[config.mk]
export PLATFORM = sky130hd
export DESIGN_NAME = tgl_ctrl
export DESIGN_NICKNAME = d
export VERILOG_FILES = /design/src/hw/rtl/tgl_pkg.sv /design/src/hw/rtl/tgl_ctrl.sv
export SDC_FILE = /design/constraint.sdc
export NUM_CORES = 1
export LEC_CHECK = 0
export BUFFER_PORTS_ARGS = -buffer_cell sky130_fd_sc_hd__buf_2
export CAP_MARGIN = 20
export CORE_ASPECT_RATIO = 0.8
export CORE_MARGIN = 5
export CORE_UTILIZATION = 47
export DETAILED_ROUTE_END_ITERATION = 6
export PLACE_DENSITY = 0.85
export SYNTH_ARGS = -nofsm -noshare
export SYNTH_HDL_FRONTEND = slang
export SYNTH_SLANG_ARGS = --single-unit
export TNS_END_PERCENT = 10
[constraint.sdc]
create_clock -name clk -period 1.7 [get_ports clk]
set_clock_uncertainty 0.05 [all_clocks]
set_input_delay 0.255 -clock clk [delete_from_list [all_inputs] [get_ports clk]]
set_output_delay 0.255 -clock clk [all_outputs]
set_load 0.03 [all_outputs]
[src/hw/rtl/tgl_pkg.sv]
// Shared types, constants and helpers for the text glyph layout core.
// Used by tgl_ctrl, tgl_dp and text_glyph_layout_wordwrap_core.
package tgl_pkg;

    typedef struct packed {
        logic        mode;
        logic [7:0]  char_code;
        logic [31:0] glyph_entry;
        logic        last;
    } in_item_t;

    typedef struct packed {
        logic signed [15:0] pos_x;
        logic signed [15:0] pos_y;
        logic [7:0]         tex_u;
        logic [7:0]         tex_v;
        logic [6:0]         glyph_w;
        logic [6:0]         glyph_h;
        logic [1:0]         size_code;
        logic               end_of_text;
        logic               cut_short;
    } out_item_t;

    localparam logic [2:0] CFG_LEFT   = 3'd0;
    localparam logic [2:0] CFG_TOP    = 3'd1;
    localparam logic [2:0] CFG_RIGHT  = 3'd2;
    localparam logic [2:0] CFG_BOTTOM = 3'd3;
    localparam logic [2:0] CFG_TAB    = 3'd4;
    localparam logic [2:0] CFG_SPACE  = 3'd5;
    localparam logic [2:0] CFG_PITCH  = 3'd6;
    localparam logic [2:0] CFG_WRAP   = 3'd7;

    localparam logic [7:0] CH_TAB = 8'h09;
    localparam logic [7:0] CH_LF  = 8'h0a;
    localparam logic [7:0] CH_CR  = 8'h0d;
    localparam logic [7:0] CH_SP  = 8'h20;

    localparam logic [4:0] DIV_STEPS = 5'd17;

    typedef enum logic [3:0] {
        ST_IDLE,
        ST_DECODE,
        ST_RES_START,
        ST_AB_WRAP,
        ST_AB_HALT,
        ST_LOOP,
        ST_WB_LOOK,
        ST_PL_A,
        ST_PL_B,
        ST_PL_C,
        ST_WS,
        ST_DIV,
        ST_TAB_DONE,
        ST_WS_POST,
        ST_FIN
    } state_t;

    typedef struct packed {
        logic accept;
        logic buf_push;
        logic clr_pending;
        logic idx_clr;
        logic idx_inc;
        logic ab_wrap;
        logic use_span;
        logic ab_halt;
        logic wb_read;
        logic tbl_read_wb;
        logic set_halt;
        logic place;
        logic ws_apply;
        logic div_start;
        logic div_step;
        logic tab_done;
        logic ws_wrap;
        logic clr_word;
        logic emit_end;
        logic text_clear;
    } cmd_t;

    typedef struct packed {
        logic halted;
        logic pending;
        logic is_ws;
        logic is_tab;
        logic tab_zero;
        logic last;
        logic fill_last;
        logic fill_done;
        logic y_over;
        logic visible;
        logic out_free;
        logic div_done;
        logic wrap_en;
    } status_t;

    function automatic logic signed [15:0] sat16(input logic signed [17:0] v);
        if (v > 18'sd32767)
            return 16'sh7fff;
        else if (v < -18'sd32768)
            return 16'sh8000;
        else
            return v[15:0];
    endfunction

endpackage

[src/hw/rtl/tgl_ctrl.sv]
// Sequencer for the text glyph layout core: decodes each text byte and
// steps the datapath through wrap checks, word flushes and tab division.
// Depends on tgl_pkg.
module tgl_ctrl (
    input  logic            clk,
    input  logic            rst_n,
    input  logic            in_valid,
    input  logic            in_mode,
    output logic            in_stall,
    input  tgl_pkg::status_t st,
    output tgl_pkg::cmd_t   cmd
);

    tgl_pkg::state_t state_reg, state_next;
    logic in_res_reg, in_res_next;
    logic then_ws_reg, then_ws_next;

    always_ff @(posedge clk or negedge rst_n)
    begin
        if (!rst_n)
        begin
            state_reg   <= tgl_pkg::ST_IDLE;
            in_res_reg  <= 1'b0;
            then_ws_reg <= 1'b0;
        end
        else
        begin
            state_reg   <= state_next;
            in_res_reg  <= in_res_next;
            then_ws_reg <= then_ws_next;
        end
    end

    always_comb
    begin
        state_next   = state_reg;
        in_res_next  = in_res_reg;
        then_ws_next = then_ws_reg;
        cmd          = '0;
        in_stall     = (state_reg != tgl_pkg::ST_IDLE);
        case (state_reg)
            tgl_pkg::ST_IDLE:
            begin
                if (in_valid)
                begin
                    cmd.accept = 1'b1;
                    if (!in_mode)
                        state_next = tgl_pkg::ST_DECODE;
                end
            end
            tgl_pkg::ST_DECODE:
            begin
                if (st.halted)
                    state_next = tgl_pkg::ST_FIN;
                else if (st.is_ws)
                begin
                    if (st.pending)
                    begin
                        in_res_next  = 1'b1;
                        then_ws_next = 1'b1;
                        state_next   = tgl_pkg::ST_RES_START;
                    end
                    else
                        state_next = tgl_pkg::ST_WS;
                end
                else if (st.pending)
                begin
                    cmd.buf_push = 1'b1;
                    if (st.fill_last || st.last)
                    begin
                        in_res_next  = 1'b1;
                        then_ws_next = 1'b0;
                        state_next   = tgl_pkg::ST_RES_START;
                    end
                    else
                        state_next = tgl_pkg::ST_FIN;
                end
                else
                begin
                    in_res_next = 1'b0;
                    state_next  = tgl_pkg::ST_PL_A;
                end
            end
            tgl_pkg::ST_RES_START:
            begin
                cmd.clr_pending = 1'b1;
                cmd.idx_clr     = 1'b1;
                state_next      = st.halted ? tgl_pkg::ST_LOOP : tgl_pkg::ST_AB_WRAP;
            end
            tgl_pkg::ST_AB_WRAP:
            begin
                cmd.ab_wrap  = 1'b1;
                cmd.use_span = in_res_reg;
                state_next   = tgl_pkg::ST_AB_HALT;
            end
            tgl_pkg::ST_AB_HALT:
            begin
                cmd.ab_halt = 1'b1;
                state_next  = in_res_reg ? tgl_pkg::ST_LOOP : tgl_pkg::ST_FIN;
            end
            tgl_pkg::ST_LOOP:
            begin
                if (!st.fill_done)
                begin
                    cmd.wb_read = 1'b1;
                    state_next  = tgl_pkg::ST_WB_LOOK;
                end
                else
                begin
                    cmd.clr_word = 1'b1;
                    if (then_ws_reg && !st.halted)
                        state_next = tgl_pkg::ST_WS;
                    else
                        state_next = tgl_pkg::ST_FIN;
                end
            end
            tgl_pkg::ST_WB_LOOK:
            begin
                cmd.tbl_read_wb = 1'b1;
                state_next      = tgl_pkg::ST_PL_A;
            end
            tgl_pkg::ST_PL_A:
            begin
                if (st.halted || st.y_over)
                begin
                    cmd.set_halt = !st.halted;
                    cmd.idx_inc  = in_res_reg;
                    state_next   = in_res_reg ? tgl_pkg::ST_LOOP : tgl_pkg::ST_FIN;
                end
                else if (!st.visible || st.out_free)
                begin
                    cmd.place  = 1'b1;
                    state_next = tgl_pkg::ST_PL_B;
                end
            end
            tgl_pkg::ST_PL_B:
            begin
                cmd.ab_wrap = 1'b1;
                state_next  = tgl_pkg::ST_PL_C;
            end
            tgl_pkg::ST_PL_C:
            begin
                cmd.ab_halt = 1'b1;
                cmd.idx_inc = in_res_reg;
                state_next  = in_res_reg ? tgl_pkg::ST_LOOP : tgl_pkg::ST_FIN;
            end
            tgl_pkg::ST_WS:
            begin
                if (st.is_tab && !st.tab_zero)
                begin
                    cmd.div_start = 1'b1;
                    state_next    = tgl_pkg::ST_DIV;
                end
                else
                begin
                    cmd.ws_apply = 1'b1;
                    state_next   = tgl_pkg::ST_WS_POST;
                end
            end
            tgl_pkg::ST_DIV:
            begin
                if (st.div_done)
                    state_next = tgl_pkg::ST_TAB_DONE;
                else
                    cmd.div_step = 1'b1;
            end
            tgl_pkg::ST_TAB_DONE:
            begin
                cmd.tab_done = 1'b1;
                state_next   = tgl_pkg::ST_WS_POST;
            end
            tgl_pkg::ST_WS_POST:
            begin
                if (st.wrap_en)
                begin
                    cmd.ws_wrap = 1'b1;
                    if (st.last)
                    begin
                        in_res_next  = 1'b1;
                        then_ws_next = 1'b0;
                        state_next   = tgl_pkg::ST_RES_START;
                    end
                    else
                        state_next = tgl_pkg::ST_FIN;
                end
                else
                begin
                    in_res_next = 1'b0;
                    state_next  = tgl_pkg::ST_AB_WRAP;
                end
            end
            tgl_pkg::ST_FIN:
            begin
                if (!st.last)
                    state_next = tgl_pkg::ST_IDLE;
                else if (st.out_free)
                begin
                    cmd.emit_end   = 1'b1;
                    cmd.text_clear = 1'b1;
                    state_next     = tgl_pkg::ST_IDLE;
                end
            end
            default:
                state_next = tgl_pkg::ST_IDLE;
        endcase
    end

endmodule

# --- Word level (Yosys, flattened, before mapping) ---
# Index checks and enable logic that the tools add are counted.
totals:
  inputBits: 17
  ff_bits: 6
  out_inout_bits: 21
  elab_cells: 113
op_classes:
  mux: 67
  n_eq_ne: 27
  n_reduce_logical: 16
ops:
  columns: ["cell", "n"]
  rows:
  - ["$mux W4", 16]
  - ["$pmux W4 S14", 1]
  - ["$mux W1", 38]
  - ["$eq A4 B4 Y1 const B", 7]
  - ["$eq A4 B3 Y1 const B", 4]
  - ["$ne A3 B3 Y1 const B", 5]
  - ["$ne A2 B2 Y1 const B", 7]
  - ["$mux W2", 6]
  - ["$reduce_and A5 Y1", 2]
  - ["$mux W3", 3]
  - ["$eq A4 B2 Y1 const B", 2]
  - ["$pmux W1 S2", 3]
  - ["$reduce_and A6 Y1", 1]
  - ["$eq A4 B1 Y1 const B", 1]
  - ["$logic_not A4 Y1", 1]
  - ["$ne A4 B4 Y1 const B", 1]
  - ["$reduce_bool A4 Y1", 1]
  - ["$reduce_or A2 Y1", 2]
  - ["$logic_not A1 Y1", 3]
  - ["$logic_or A1 B1 Y1", 3]
  - ["$logic_and A1 B1 Y1", 2]
  - ["$reduce_bool A2 Y1", 1]

# --- Longest topological paths before layout ---
# Gate-level depths: netlist of run 1.
logic_depth:
  ltp_word: 6
  mapped_depth: 7
  depth_no_buf: 5

# --- Least setup slack after synthesis of run 1 ---
# Ideal clock, no wire load.
synth_timing:
  path_kind: "reg2out"
  startpoint: "reg state_reg[0]"
  endpoint: "out cmd[1] in the netlist's numbering"
  setup_slack_ns: -0.403
  n_path_buf: 2
  path_stages_with_launch: 5
  required_ns: 1.395
  arrival_ns: 1.798
  path_cell_list: "dfrtp_1 > buf_6 > nand2b_1 > nor3b_1 > buf_4"
synth_lines:
  columns: ["item", "line_no", "source"]
  rows:
  - ["start: declaration", "tgl_ctrl.sv:14", "tgl_pkg::state_t state_reg, state_next;"]
  - ["start signal: assignment", "tgl_ctrl.sv:22", "state_reg <= tgl_pkg::ST_IDLE;"]
  - ["start signal: assignment", "tgl_ctrl.sv:28", "state_reg <= state_next;"]
  - ["end: declaration", "tgl_ctrl.sv:11", "output tgl_pkg::cmd_t cmd"]

==> flow_summary.json, run 1 <==
{
  "clkPwrFrac": 0.052,
  "place_congestion": 0.9555,
  "synth_area_leader_cell": "dfrtp_1",
  "worstPathCellList": "nand2b_4 > or4_4 > a21oi_2 > buf_6",
  "final_common_cell": "buf_4",
  "cap_viol_max_count": 0,
  "synth_ff_type": "dfrtp_1",
  "synthSimpleGateAreaFrac": 0.4509,
  "antenna_found_initial": 0,
  "grt_first_pass_wirelength_mm": 5.582,
  "wirelength_mm": 3.614,
  "critPathMaxStageDelay_ps": 450,
  "mostFrequentLayoutCells": "24 x buf_4, 22 x buf_2, 11 x buf_6",
  "core_mm2": 0.001857,
  "grt_pass1_vias": 1177,
  "synth_compound_area_frac": 0.2559,
  "fin_util": 0.7770,
  "hpwl_mm": 2.469,
  "required_ps": 1390,
  "synthCells": 120,
  "rsz0062_at_grt": "true",
  "yosysWarnings": 0,
  "ys_ff_latch": 6,
  "cts_inserted_buffers": 3,
  "crit_arrival_ps": 1550,
  "detail-route-antenna-nets": 0,
  "synth_area_um2": 904.6,
  "leakagePower_uw": 0.0006477,
  "hold_violations": 0,
  "grtUsageTotal": 0.2496,
  "die_h_um": 49.24,
  "p_seq_frac": 0.132,
  "syn-mean-instance-area_um2": 7.538,
  "drc": 0,
  "ys_seq_area_frac": 0.1660,
  "fin_nets": 190,
  "yosys-top-cells-area": "dfrtp_1 17%, buf_6 7.5%, nand2b_1 6.9%, a21oi_1 5.5%, nor3_1 5.5%",
  "synth_mux_area_frac": 0,
  "setup.worst_path.class": "reg2out",
  "antennaDiodeCount": 0,
  "final.min_clock_period_ps": 1859,
  "timing.hold.ws_ps": 260.4,
  "synth_top_family_by_area": "simple AND/OR/NAND/NOR gates",
  "relSlewSlack": 0.7443,
  "syn2layout_area_growth_pct": 59.47,
  "cp_num_buf_inv": 1,
  "crit_path_end_kind": "output port",
  "peakVddDrop_mv": 1.228,
  "rows": 14,
  "route.detailed.wl_per_inst_um": 18.53,
  "gr-total-overflow": 0,
  "p_comb_frac": 0.816,
  "synthXorXnorAreaFrac": 0,
  "place_ws_ps": -2.366,
  "grt_max_degree": 15,
  "cts_tree": "built",
  "insertion_delay_ps": 250,
  "fin_ws_ps": -158.7,
  "cp-start-kind": "register",
  "async_flop_share": 1.000,
  "total_power_uw": 2658,
  "p_per_area_mw_per_mm2": 1842,
  "cts_sinks": 6,
  "fp.dieArea_mm2": 0.002908,
  "drive_gt1_frac": 0.5848,
  "min_path_type": "in2reg",
  "p_sw_frac": 0.5177,
  "io_pins": 38,
  "synth_edf_count": 0,
  "largest_reg_flops": 4,
  "synth_fp_nets": 137,
  "violations": "negative setup slack",
  "worstPathMaxFanout": 5,
  "finalSetupViolCount": 11,
  "die_w_um": 59.05,
  "drv_slew": 0,
  "intPower_uw": 1282,
  "htree_levels": 1,
  "synth_top_area_frac": 0.1660,
  "initial_core_util": 0.4872,
  "min_period_over_period": 1.093,
  "root_buffer": "clkbuf_4",
  "path_clk_slew_ps": 50,
  "p_switching_uw": 1376,
  "status": "finished with violations",
  "cpLargestDelayFamily": "simple AND/OR/NAND/NOR gates",
  "worst_slew_pin_slew_ps": 380.7,
  "synthAdderAreaFrac": 0,
  "avgViaCountPerCell": 6.159,
  "n_fill_cell": 115,
  "drtIter0Drc": 44,
  "port_buffers": 37,
  "yosysUniqueCellTypes": 40,
  "critPathSlowestCell": "dfrtp_2",
  "firstDrtPassIters": 4,
  "cts_buffer_depth": 2,
  "max_freq_ghz": 0.5380,
  "vias": 1201
}
==> power groups by stage <==
stage / Clock [µW] / Sequential [µW] / Combinational (µW)
3_5_place_dp: 0 / 347 / 1620
4_1_cts: 139 / 331 / 2010
5_1_grt: 150 / 356 / 2300
3_3_place_gp: 0 / 338 / 1590
6_report: 138 / 350 / 2170
2_1_floorplan: 0 / 249 / 1310
==> worst paths after layout <==
path | start | endpoint | slack (ps) | cells after the start
worst max-delay path | state_reg[3]$_DFFE_PN0P_ | cmd[8] | -160 | 4
worst min-delay path | st[10] | then_ws_reg$_DFFE_PN0P_ | 260 | 3
worst max register to register | state_reg[2]$_DFFE_PN0P_ | state_reg[2]$_DFFE_PN0P_ | 0 | 6
worst min register to register | then_ws_reg$_DFFE_PN0P_ | then_ws_reg$_DFFE_PN0P_ | 470 | 2
max in group asynchronous | rst_n | state_reg[3]$_DFFE_PN0P_ | 1120 | 2
min in group asynchronous | rst_n | state_reg[2]$_DFFE_PN0P_ | 310 | 2
==> metrics by stage <==
step	area, µm²	std cells	setup TNS [ps]
final	1443	195	-794.7
after global routing	1443	195	-1600
after CTS	1393	195	-432.8
after detailed placement	1149	185	-2.366
after global placement	1149	185	0
after floorplan	920.9	120	-989.7
==> what timing repair did <==
| item | CTS | global route |
|---|---|---|
| hold endpoints to repair | 6 | 0 |
| cloned | 0 | 0 |
| gates resized for setup | 48 | 10 |
| setup buffers | 6 | 0 |
| pin swaps | 5 | 8 |
| setup endpoints to repair | 20 | 23 |
| hold buffers | 1 | 0 |
==> logic make-up (layout without fill, tap and decap cells) <==
kind of cell           after synthesis  in the layout
buffers and inverters               15             66
AO/OA/AOI/OAI                       33             33
flip-flops                           6              6
AND/OR/NAND/NOR                     66             66
==> area by class of cell <==
| type | count | area (µm²) | area share |
|---|---|---|---|
| clock buffers | 3 | 22.52 | 0.01561 |
| inverters | 4 | 15.01 | 0.01041 |
| repair buffers | 59 | 444.2 | 0.3079 |
| flip-flops and latches | 6 | 155.1 | 0.1075 |
| well taps | 24 | 30.03 | 0.02082 |
| multi-input cells | 99 | 775.7 | 0.5377 |
==> synthesized netlist by cell type (2+ instances only) <==
| cell | number |
|---|---|
| buf_2 | 2 |
| inv_1 | 4 |
| o21ai_1 | 4 |
| nor2b_1 | 3 |
| o21ai_0 | 5 |
| nor3b_1 | 3 |
| o31ai_1 | 3 |
| a21oi_1 | 10 |
| nand2b_1 | 10 |
| nand2_1 | 7 |
| buf_4 | 3 |
| nor2_1 | 12 |
| nor4_1 | 2 |
| dfrtp_1 | 6 |
| buf_6 | 6 |
| nor3_1 | 10 |
| and3_1 | 6 |
| a211o_1 | 2 |
==> per-layer routing <==
metal,GRT usage,part of all wire,up-vias
li1,-,-,542
met1,0.3185,0.41,561
met2,0.4081,0.47,85
met3,0.03439,0.076,13
met4,0.1132,0.034,0
met5,0,0,-
==> worst register-to-register path, stage by stage (launching register included) <==
cell and delay, ps:
dfrtp_2 450, buf_4 220, nand2_1 130, a211o_1 280, o2111ai_1 130, nor3_1 100, o31ai_1 240
Note: power is estimated with default switching activity, not from simulation.
==> inputs of run 2 (changes only) <==
--- a/config.mk
+++ b/config.mk
@@ -9,9 +9,9 @@
 export CAP_MARGIN = 20
 export CORE_ASPECT_RATIO = 0.8
 export CORE_MARGIN = 5
-export CORE_UTILIZATION = 47
+export CORE_UTILIZATION = 51
 export DETAILED_ROUTE_END_ITERATION = 6
-export PLACE_DENSITY = 0.85
+export PLACE_DENSITY = 0.9
 export SYNTH_ARGS = -nofsm -noshare
 export SYNTH_HDL_FRONTEND = slang
 export SYNTH_SLANG_ARGS = --single-unit
==> constraint.sdc (replaced) <==
create_clock -name clk -period 2.4 [get_ports clk]
set_clock_uncertainty 0.05 [all_clocks]
set_input_delay 0.36 -clock clk [delete_from_list [all_inputs] [get_ports clk]]
set_output_delay 0.36 -clock clk [all_outputs]
set_load 0.03 [all_outputs]
==> run 2 against run 1 <==
  * The run now ends clean
  * Largest power group unchanged
  * Via count decreased by 13%
  * Combinational power shrank 53%
  * Utilization down 13 points
  * Worst hold slack improved by 110 ps
  * Count of clock-buffer cells in the layout unchanged
==> flow_summary.json, run 2 (synthesis results as in run 1) <==
{
  "finalSetupViolCount": 0,
  "antennaDiodeCount": 0,
  "initial_core_util": 0.5452,
  "critPathCapture": "cmd[8]",
  "max_freq_ghz": 0.4449,
  "cts_hold_buffers": 1,
  "grt_pass1_vias": 989,
  "reg2reg_depth": 5,
  "final_common_cell": "buf_2",
  "r2r_end": "state_reg[0]$_DFFE_PN0P_",
  "place_inst": 172,
  "post_cts_buffers": 0,
  "io_pins": 38,
  "critPathMaxStageDelay_ps": 680,
  "largest_reg_flops": 4,
  "root_buffer": "clkbuf_4",
  "min_path_type": "in2reg",
  "place_congestion": 0.9616,
  "die_w_um": 57.09,
  "worstPathCellList": "nand2b_4 > or4_1 > a21oi_1 > buf_2",
  "final_cells": 176,
  "grt_first_pass_wirelength_mm": 4.298,
  "cp-start-kind": "register",
  "critPathSlowestCell": "dfrtp_1",
  "worstPathMaxFanout": 16,
  "syn2layout_area_growth_pct": 19.36,
  "detail-route-antenna-nets": 0,
  "mostFrequentLayoutCells": "37 x buf_2, 12 x nor2_1, 10 x nor3_1, 10 x nand2b_1, 10 x a21oi_1",
  "antenna_found_initial": 0,
  "rsz0062_at_grt": "false",
  "vias": 1048,
  "crit_path_end_kind": "output port",
  "peakVddDrop_mv": 0.6051,
  "leakagePower_uw": 0.0005231,
  "grt_max_degree": 19,
  "fp.dieArea_mm2": 0.002721,
  "final.min_clock_period_ps": 2248,
  "worstReg2RegStart": "state_reg[2]$_DFFE_PN0P_",
  "die_h_um": 47.67,
  "rows": 13,
  "crit_arrival_ps": 1840,
  "cts_tree": "built",
  "n_fill_cell": 157,
  "min_period_over_period": 0.9366,
  "status": "finished, final reports clean",
  "cts_resized": 0,
  "setup.worst_path.class": "reg2out",
  "hpwl_mm": 2.063,
  "avgViaCountPerCell": 5.955,
  "relSlewSlack": 0.6367,
  "route.detailed.wl_per_inst_um": 14.51,
  "fin_nets": 173,
  "wirelength_mm": 2.554,
  "total_power_uw": 1349,
  "p_per_area_mw_per_mm2": 1249,
  "hold_violations": 0,
  "gr-total-overflow": 0,
  "cts_sinks": 6,
  "setup_tns_ps": 0,
  "cts_inserted_buffers": 3,
  "drv_slew": 0,
  "htree_levels": 1,
  "cap_viol_max_count": 0,
  "drtIter0Drc": 30,
  "path_clk_slew_ps": 40,
  "firstDrtPassIters": 4,
  "ff2ff_setup_slack_ps": 510,
  "drc": 0,
  "grtUsageTotal": 0.2027,
  "core_mm2": 0.001659,
  "insertion_delay_ps": 240,
  "cts_buffer_depth": 2,
  "critPathLaunch": "state_reg[2]$_DFFE_PN0P_",
  "worst_slew_pin_slew_ps": 544.9,
  "drive_gt1_frac": 0.3636,
  "required_ps": 1990,
  "port_buffers": 37
}
## run 2: where the power goes
group	switching, µW	total [µW]	internal (µW)
clock	32.6	88.9	56.3
sequential	85.0	239	154
combinational	632	1020	389
total	750	1350	599
## run 2: routing by layer
| layer | routed length [µm] | vias to the layer above | track usage | share of wire |
|---|---|---|---|---|
| met2 | 1116 | 60 | 0.3531 | 0.44 |
| met5 | 0 | - | 0 | 0 |
| li1 | - | 508 | - | - |
| met1 | 1104 | 476 | 0.2548 | 0.43 |
| met4 | 26 | 0 | 0.02315 | 0.010 |
| met3 | 307 | 4 | 0.07278 | 0.12 |
## run 2: worst max-delay path, delay by kind of cell, from the launching register on
family / cells / cell delay (ps)
AOI/OAI and AO/OA: 1 / 120
buffers and inverters: 1 / 210
DFF: 1 / 680
and+or+nand+nor: 2 / 600
## run 2: worst min path at each step
| stage | startpoint | end | slack [ps] | cells past startpoint |
|---|---|---|---|---|
| finish | st[10] | then_ws_reg$_DFFE_PN0P_ | 370 | 3 |
| detailed placement | rst_n | state_reg[2]$_DFFE_PN0P_ | 140 | 1 |
| CTS | st[10] | then_ws_reg$_DFFE_PN0P_ | 370 | 3 |
| floorplan | rst_n | in_res_reg$_DFFE_PN0P_ | 10 | 0 |
| global placement | rst_n | state_reg[0]$_DFFE_PN0P_ | 140 | 1 |
| global route | st[10] | then_ws_reg$_DFFE_PN0P_ | 380 | 3 |
## run 2: stage by stage
stage,utilization,area (µm²),setup slack [ps],hold WS [ps]
final,0.6508,1080,152.3,374.4
after global routing,0.6508,1080,87.09,382.0
after CTS,0.6508,1080,163.5,369.0
after detailed placement,0.6312,1047,431.3,140.3
after global placement,0.6312,1047,482.2,139.0
after floorplan,-,904.6,191.9,14.41
## run 2: final cells by class
cell class              instances  area (µm²)  area share
repair buffers                 42       225.2      0.2086
well taps                      22       27.53     0.02549
clock buffers                   3       22.52     0.02086
inverters                       4       15.01     0.01390
multi-input cells              99       639.4      0.5921
flip-flops and latches          6       150.1      0.1390
